**src/hdl/assert_macros.svh**
```systemverilog
// Assertion helpers for the distance table.
`ifndef ASSERT_MACROS_SVH
`define ASSERT_MACROS_SVH

// Property must hold at every clock edge out of reset.
`define PDT_ASSERT(label, prop, msg) \
	label: assert property (@(posedge clk) disable iff (!arst_n) (prop)) else $error(msg);

`endif

```
**src/hdl/pdt_pkg.sv**
```systemverilog
`default_nettype none

package pdt_pkg;

	localparam int MAX_POINTS = 64;
	localparam int COORD_BITS = 16;
	localparam int FRAC_BITS  = 8;
	localparam int IDX_W      = 6;
	localparam int CNT_W      = 7;
	localparam int DIST_W     = 26;
	localparam int DIST_DEPTH = MAX_POINTS * (MAX_POINTS - 1) / 2;
	localparam int SLOT_W     = $clog2(DIST_DEPTH);
	localparam int SUM_W      = 2 * COORD_BITS + 1;
	// root bits: ceil(SUM_W/2) integer bits plus fraction bits
	localparam int PAIRS      = (SUM_W + 1) / 2 + FRAC_BITS;
	localparam int ROOT_W     = PAIRS;
	localparam int REM_W      = ROOT_W + 2;
	localparam logic [DIST_W-1:0] DIST_MAX = '1;

	typedef enum logic [1:0] {
		ST_OK       = 2'd0,
		ST_RANGE    = 2'd1,
		ST_FULL     = 2'd2,
		ST_UNLOADED = 2'd3
	} status_t;

	localparam logic CMD_LOAD  = 1'b0;
	localparam logic CMD_QUERY = 1'b1;

	typedef struct packed {
		logic                   cmd;
		logic signed [15:0]     coord_x;
		logic signed [15:0]     coord_y;
		logic [IDX_W-1:0]       first_index;
		logic [IDX_W-1:0]       second_index;
	} in_item_t;

	typedef struct packed {
		logic [DIST_W-1:0] distance;
		status_t           status;
	} out_item_t;

	// Write request into the distance store.
	typedef struct packed {
		logic              en;
		logic [SLOT_W-1:0] slot;
		logic [DIST_W-1:0] data;
	} dist_wr_t;

endpackage

`default_nettype wire

```
**src/hdl/pdt_sqrt.sv**
```systemverilog
`default_nettype none

// Pipelined digit-by-digit square root, one result bit per stage.
module pdt_sqrt (
	input  wire logic                              clk,
	input  wire logic                              arst_n,
	input  wire logic                              in_valid,
	input  wire logic [pdt_pkg::SUM_W-1:0]         sum,
	input  wire logic [pdt_pkg::SLOT_W-1:0]        in_slot,
	output pdt_pkg::dist_wr_t                      wr
);
	localparam int P = pdt_pkg::PAIRS;
	localparam int RW = pdt_pkg::REM_W;
	localparam int XW = 2 * P;

	logic          vld_s [P+1];
	logic [XW-1:0] rad_s [P+1];
	logic [RW-1:0] rem_s [P+1];
	logic [P-1:0]  root_s[P+1];
	logic [pdt_pkg::SLOT_W-1:0] slot_s[P+1];

	// radicand scaled by 4^FRAC_BITS, zero-extended into 2*P bits
	always_comb begin
		vld_s[0]  = in_valid;
		rad_s[0]  = XW'(sum) << (2 * pdt_pkg::FRAC_BITS);
		rem_s[0]  = '0;
		root_s[0] = '0;
		slot_s[0] = in_slot;
	end

	for (genvar k = 0; k < P; k++) begin : g_stage
		logic [RW-1:0] rem_n, trial;
		always_comb begin
			rem_n = {rem_s[k][RW-3:0], rad_s[k][XW-1:XW-2]};
			trial = {root_s[k][RW-3:0], 2'b01};
		end
		always_ff @(posedge clk or negedge arst_n) begin
			if (!arst_n) begin
				vld_s[k+1] <= 1'b0;
			end else begin
				vld_s[k+1] <= vld_s[k];
			end
		end
		always_ff @(posedge clk) begin
			rad_s[k+1]  <= rad_s[k] << 2;
			slot_s[k+1] <= slot_s[k];
			if (rem_n >= trial) begin
				rem_s[k+1]  <= rem_n - trial;
				root_s[k+1] <= {root_s[k][P-2:0], 1'b1};
			end else begin
				rem_s[k+1]  <= rem_n;
				root_s[k+1] <= {root_s[k][P-2:0], 1'b0};
			end
		end
	end

	always_comb begin
		wr.en   = vld_s[P];
		wr.slot = slot_s[P];
		if (P > pdt_pkg::DIST_W && |(root_s[P] >> pdt_pkg::DIST_W)) begin
			wr.data = pdt_pkg::DIST_MAX;
		end else begin
			wr.data = pdt_pkg::DIST_W'(root_s[P]);
		end
	end

endmodule

`default_nettype wire

```
**config.mk**
```make
export PLATFORM = sky130hd
export DESIGN_NAME = pdt_sqrt
export DESIGN_NICKNAME = d
export VERILOG_FILES = /design/src/hdl/assert_macros.svh /design/src/hdl/pdt_pkg.sv /design/src/hdl/pdt_sqrt.sv
export SDC_FILE = /design/constraint.sdc
export NUM_CORES = 2
export LEC_CHECK = 0
export ABC_AREA = 1
export BUFFER_PORTS_ARGS = -buffer_cell sky130_fd_sc_hd__buf_2
export CAP_MARGIN = 15
export CELL_PAD_IN_SITES_DETAIL_PLACEMENT = 1
export CELL_PAD_IN_SITES_GLOBAL_PLACEMENT = 2
export CORE_ASPECT_RATIO = 1.25
export CORE_MARGIN = 2
export CORE_UTILIZATION = 38
export CTS_CLUSTER_SIZE = 30
export DETAILED_ROUTE_END_ITERATION = 10
export PLACE_DENSITY = 0.9
export RECOVER_POWER = 50
export SYNTH_ARGS = -nofsm -noshare
export SYNTH_HDL_FRONTEND = slang
export SYNTH_SLANG_ARGS = --single-unit
```
**constraint.sdc**
```tcl
create_clock -name clk -period 3.2 [get_ports clk]
set_input_delay 0.48 -clock clk [delete_from_list [all_inputs] [get_ports clk]]
set_output_delay 0.48 -clock clk [all_outputs]
set_load 0.02 [all_outputs]
```
# --- Word-level counts from Yosys, hierarchy flattened ---
# Index checks and enable logic that the tools add are counted.
classes:
  n_addsub: 24
  order_cmp: 25
  muxes: 49
ops:
  columns: ["op", "n"]
  rows:
  - ["$mux 25", 23]
  - ["$ge 27x10->1", 1]
  - ["$ge 27x11->1", 1]
  - ["$ge 27x12->1", 1]
  - ["$ge 27x13->1", 1]
  - ["$ge 27x14->1", 1]
  - ["$ge 27x15->1", 1]
  - ["$ge 27x16->1", 1]
  - ["$ge 27x17->1", 1]
  - ["$ge 27x18->1", 1]
  - ["$ge 27x19->1", 1]
  - ["$ge 27x20->1", 1]
  - ["$ge 27x21->1", 1]
  - ["$ge 27x22->1", 1]
  - ["$ge 27x23->1", 1]
  - ["$ge 27x24->1", 1]
  - ["$ge 27x25->1", 1]
  - ["$ge 27x26->1", 1]
  - ["$ge 27x3->1", 1]
  - ["$ge 27x4->1", 1]
  - ["$ge 27x5->1", 1]
  - ["$ge 27x6->1", 1]
  - ["$ge 27x7->1", 1]
  - ["$ge 27x8->1", 1]
  - ["other kinds (27)", 52]
word_totals:
  reg_bits: 1474
  out_inout_bits: 38
  elab_cells: 221

# --- Depth between registers and ports, before layout ---
logic_depth:
  word_depth: 2
  mapped_depth: 15
  ltp_nobuf: 14

# --- Least setup slack after synthesis ---
# Ideal clock, no wire load.
synth_path:
  path_kind: "reg-to-reg"
  start: "register root_s, in the netlist g_stage[2].trial[2]"
  end: "register rem_s, in the netlist g_stage[3].rem_n[20]"
  setup_ns: 0.133
  arrival_time_ns: 1.993
  t_required_ns: 3.067
  path_slack_ns: 1.074
  path_stages_with_launch: 14
  path_buffers: 1
  cell_sequence: "dfxtp_1 -> inv_1 -> ha_1 -> inv_1 -> o21ai_0 -> or2_2 -> nand2_1 -> nand2_1 -> inv_1 -> ha_1 -> nand2_2 -> inv_1 -> clkbuf_1 -> o21ai_0"
synth_between:
  elab_chain_cells: 2
  elab_cells_between_ends: 3
synth_lines:
  columns: ["element", "line", "text"]
  rows:
  - ["start, declared", "pdt_sqrt.sv:19", "logic [P-1:0] root_s[P+1];"]
  - ["start signal, assigned by index", "pdt_sqrt.sv:49", "root_s[k+1] <= {root_s[k][P-2:0], 1'b1};"]
  - ["start signal, assigned by index", "pdt_sqrt.sv:52", "root_s[k+1] <= {root_s[k][P-2:0], 1'b0};"]
  - ["$sub 25x4->25 or $ge 27x4->1 (tied branches)", "pdt_sqrt.sv:48, pdt_sqrt.sv:47", null]
  - ["$mux 25 (*)", "pdt_sqrt.sv:47", "if (rem_n >= trial) begin"]
  - ["end signal, assigned by index", "pdt_sqrt.sv:48", "rem_s[k+1] <= rem_n - trial;"]
  - ["end signal, assigned by index", "pdt_sqrt.sv:51", "rem_s[k+1] <= rem_n;"]
  - ["end, declared", "pdt_sqrt.sv:18", "logic [RW-1:0] rem_s [P+1];"]
# Every way passes the cells marked *; elsewhere a longest branch is shown, timed or not.
# A chain may end at the register's enable or synchronous reset.

# --- Worst setup path after layout ---
layout_path:
  start: "register root_s, in the netlist g_stage[15].trial[10]"
  end: "register rem_s, in the netlist g_stage[16].rem_n[13]"
layout_between:
  elab_chain_cells: 2
  elab_cells_between_ends: 3
layout_lines:
  columns: ["element", "line"]
  rows:
  - ["$sub 25x17->25 or $ge 27x17->1 (tied branches)", "pdt_sqrt.sv:48, pdt_sqrt.sv:47"]
  - ["$mux 25 (*)", "pdt_sqrt.sv:47"]
# Marked as above.

==> results.yml <==
die:
  start_util: 0.381
  num_rows: 168
  io_pins: 85
  core-area_mm2: 0.167
  die_area_mm2: 0.171
  die_h_um: 462
  die_w_um: 371
synthesis:
  synth.top_cell.area_share: 0.443
  syn_area_mm2: 0.0638
  synth-main-ff-cell: "dfxtp_1"
  yosysSeqAreaShare: 0.453
  syn_inst: 8878
  avgSynthCellArea_um2: 7.19
  synth-seq-cells: 1439
  async_flop_share: 0.0174
  synthDistinctLibCells: 49
  yosys.area.top_type: "dfxtp_1"
  synth_edf_count: 0
  yosys_warnings: 0
  synth_area_leaders: "dfxtp_1 44%, nand2_1 18%, inv_1 9.4%"
timing:
  setup-violations-final: 0
  rsz0062_at_grt: "no"
  max_slew_margin: 0.441
  finClkSkew_ps: 26.7
  hold_viol_final: 0
  min_period_over_period: 0.893
  slew_viol_final: 0
  setup_slack_ps: 341
  max_freq_mhz: 350
  min_period_ps: 2860
  tightest_slew_ps: 830
  finalSetupTns_ps: 0
clock_network:
  insertion_delay_ps: 800
  cts.sinks: 1439
  clk_pin_slew_ps: 60
  clockBufferDepth: 3
  cts_made_buffers: 150
  root_buffer: "clkbuf_16"
  postCtsSetupBuffers: 0
  htreeDepth: 4
  cts_tree: "built"
final_layout:
  layout-drive-gt1-share: 0.0551
  post-route-util: 0.432
  final_common_cell: "nand2_1"
  mostFrequentLayoutCells: "3088 x nand2_1, 1597 x inv_1, 1414 x dfxtp_1"
  final_nets: 9489
  final_area_mm2: 0.0723
  area_growth_pct: 13.3
detailed_routing:
  drt-vias-per-instance: 4.73
  drt-initial-drc-count: 2333
  vias: 54115
  routed_wl_um: 194000
  avgRoutedWirePerCell_um: 17.0
  first_pass_iters: 5
  ant_nets: 0
  drc: 0
worst_setup_path:
  arrival_ps: 3480
  crit_type: "register to register"
  end_kind: "register"
  worstSetupStartpointType: "register"
  cp.required_ps: 3820
  worstPathMaxFanout: 21
power_and_ir_drop:
  power_leakage_nw: 39.1
  power_density_mw_per_mm2: 791
  vdd_drop_max_mv: 0.497
placement:
  pre_cts_ws_ps: 355
  placed_area_mm2: 0.0666
  place_hpwl_um: 157000
  port_buffers: 83
  globalplace.congestion: 0.904
global_routing:
  top_usage_layer: "met2"
  use_met2: 0.414
  antenna_found_initial: 4
  grt_start_max_net_pins: 32
  grt_use_met3: 0.0252
  grt_pass1_vias: 56966
  grt_overflow_total: 0
  grt_use_total: 0.226
  grt_use_met1: 0.274
  grt_pass1_wl_um: 308000
min_path:
  hold_path.class: "input pin to async pin"
status:
  status: "completed"
flow_run:
  maxCapViolations: 0
-- metrics by stage --
step | total power, mW | std cells | hold WS (ps)
2_1_floorplan | 33.8 | 8879 | 184
3_3_place_gp | 38.8 | 11112 | 309
3_5_place_dp | 39.2 | 11112 | 313
4_1_cts | 57.9 | 11432 | 237
5_1_grt | 61.0 | 11433 | 290
6_report | 57.2 | 11433 | 272
-- routing by layer --
metal	routed length, um	part of all wire
met5	0	0
met4	5960	0.031
met3	4700	0.024
met2	97900	0.50
met1	85300	0.44
-- sequential cells by signal, indices dropped and copies added (netlist names) --
signal / flops
g_stage.trial: 300
wr: 37
rad_s: 240
slot_s: 264
vld_s: 24
g_stage.rem_n: 574
-- logic make-up after synthesis --
group	Yosys count	share of synthesized area
other	1	0.0000587
flip-flops	1439	0.453
XOR/XNOR	199	0.0273
adder cells (fa/ha/maj)	342	0.0679
AO/OA/AOI/OAI	473	0.0404
buffers and inverters	1706	0.105
AND/OR/NAND/NOR	4718	0.306
-- report_power, final --
group | switching [mW] | internal (mW) | leakage (nW)
Clock | 7.44 | 10.9 | 2.53
Combinational | 10.1 | 5.03 | 24.4
Sequential | 2.70 | 21.0 | 12.1
Total | 20.3 | 36.9 | 39.1
-- cells in the mapped netlist, types with 4 or more instances --
| cell type | instances |
|---|---|
| nand2_1 | 3088 |
| inv_1 | 1597 |
| dfxtp_1 | 1414 |
| nor2_1 | 687 |
| nand3_1 | 562 |
| ha_1 | 335 |
| a21oi_1 | 252 |
| o21ai_0 | 133 |
| nand4_1 | 129 |
| xor2_1 | 127 |
| nand3b_1 | 86 |
| xnor2_1 | 72 |
| nor3_1 | 56 |
| a21oi_2 | 35 |
| buf_4 | 35 |
| nor2_2 | 34 |
| buf_2 | 29 |
| o21ai_1 | 28 |
| dfrtp_1 | 25 |
| inv_2 | 20 |
| buf_6 | 18 |
| nand2_2 | 17 |
| or2_2 | 12 |
| o21bai_1 | 10 |
| and2_1 | 9 |
| fa_1 | 7 |
| nand3_2 | 7 |
| nor2_4 | 6 |
| nor4_1 | 6 |
| and3_1 | 5 |
| clkbuf_1 | 5 |
| nor3_2 | 4 |
-- worst max-delay path, cell delays in order (launching register included) --
cell     delay [ps]
dfxtp_1         390
inv_1            60
ha_1            370
nand2_1         160
nor2_1          430
nand3_1         130
nand2_1         180
nand2_1         150
nand2_2         260
inv_2           280
nand2_1         120
nand2_1         150
-- area by class of cell --
cell class	count	area (um2)
multi-input cells	5734	28200
inverters	1618	6080
diodes	1	2.50
flip-flops and latches	1439	28900
clock inverters	72	931
clock buffers	202	4310
well taps	2210	2770
repair buffers	157	1080
fillers	21170	95000
-- path summary, 6_finish.rpt --
path,endpoint,depth (start not counted),slack (ps),start
max,g_stage[16].rem_n[13],11,340,g_stage[15].trial[10]
min,vld_s[22],2,270,arst_n
max reg2reg,g_stage[16].rem_n[13],11,340,g_stage[15].trial[10]
min reg2reg,rad_s[886],0,320,rad_s[934]
max in group asynchronous,wr[37],2,2440,arst_n
min in group clk,rad_s[886],0,320,rad_s[934]
-- timing repair --
| item | 4_1_cts | 5_1_grt |
|---|---|---|
| hold buffers | 46 | 0 |
| hold endpoints to repair | 70 | 0 |
| gates resized for setup | 0 | 0 |
No activity file was read; power rests on OpenSTA's default activity.
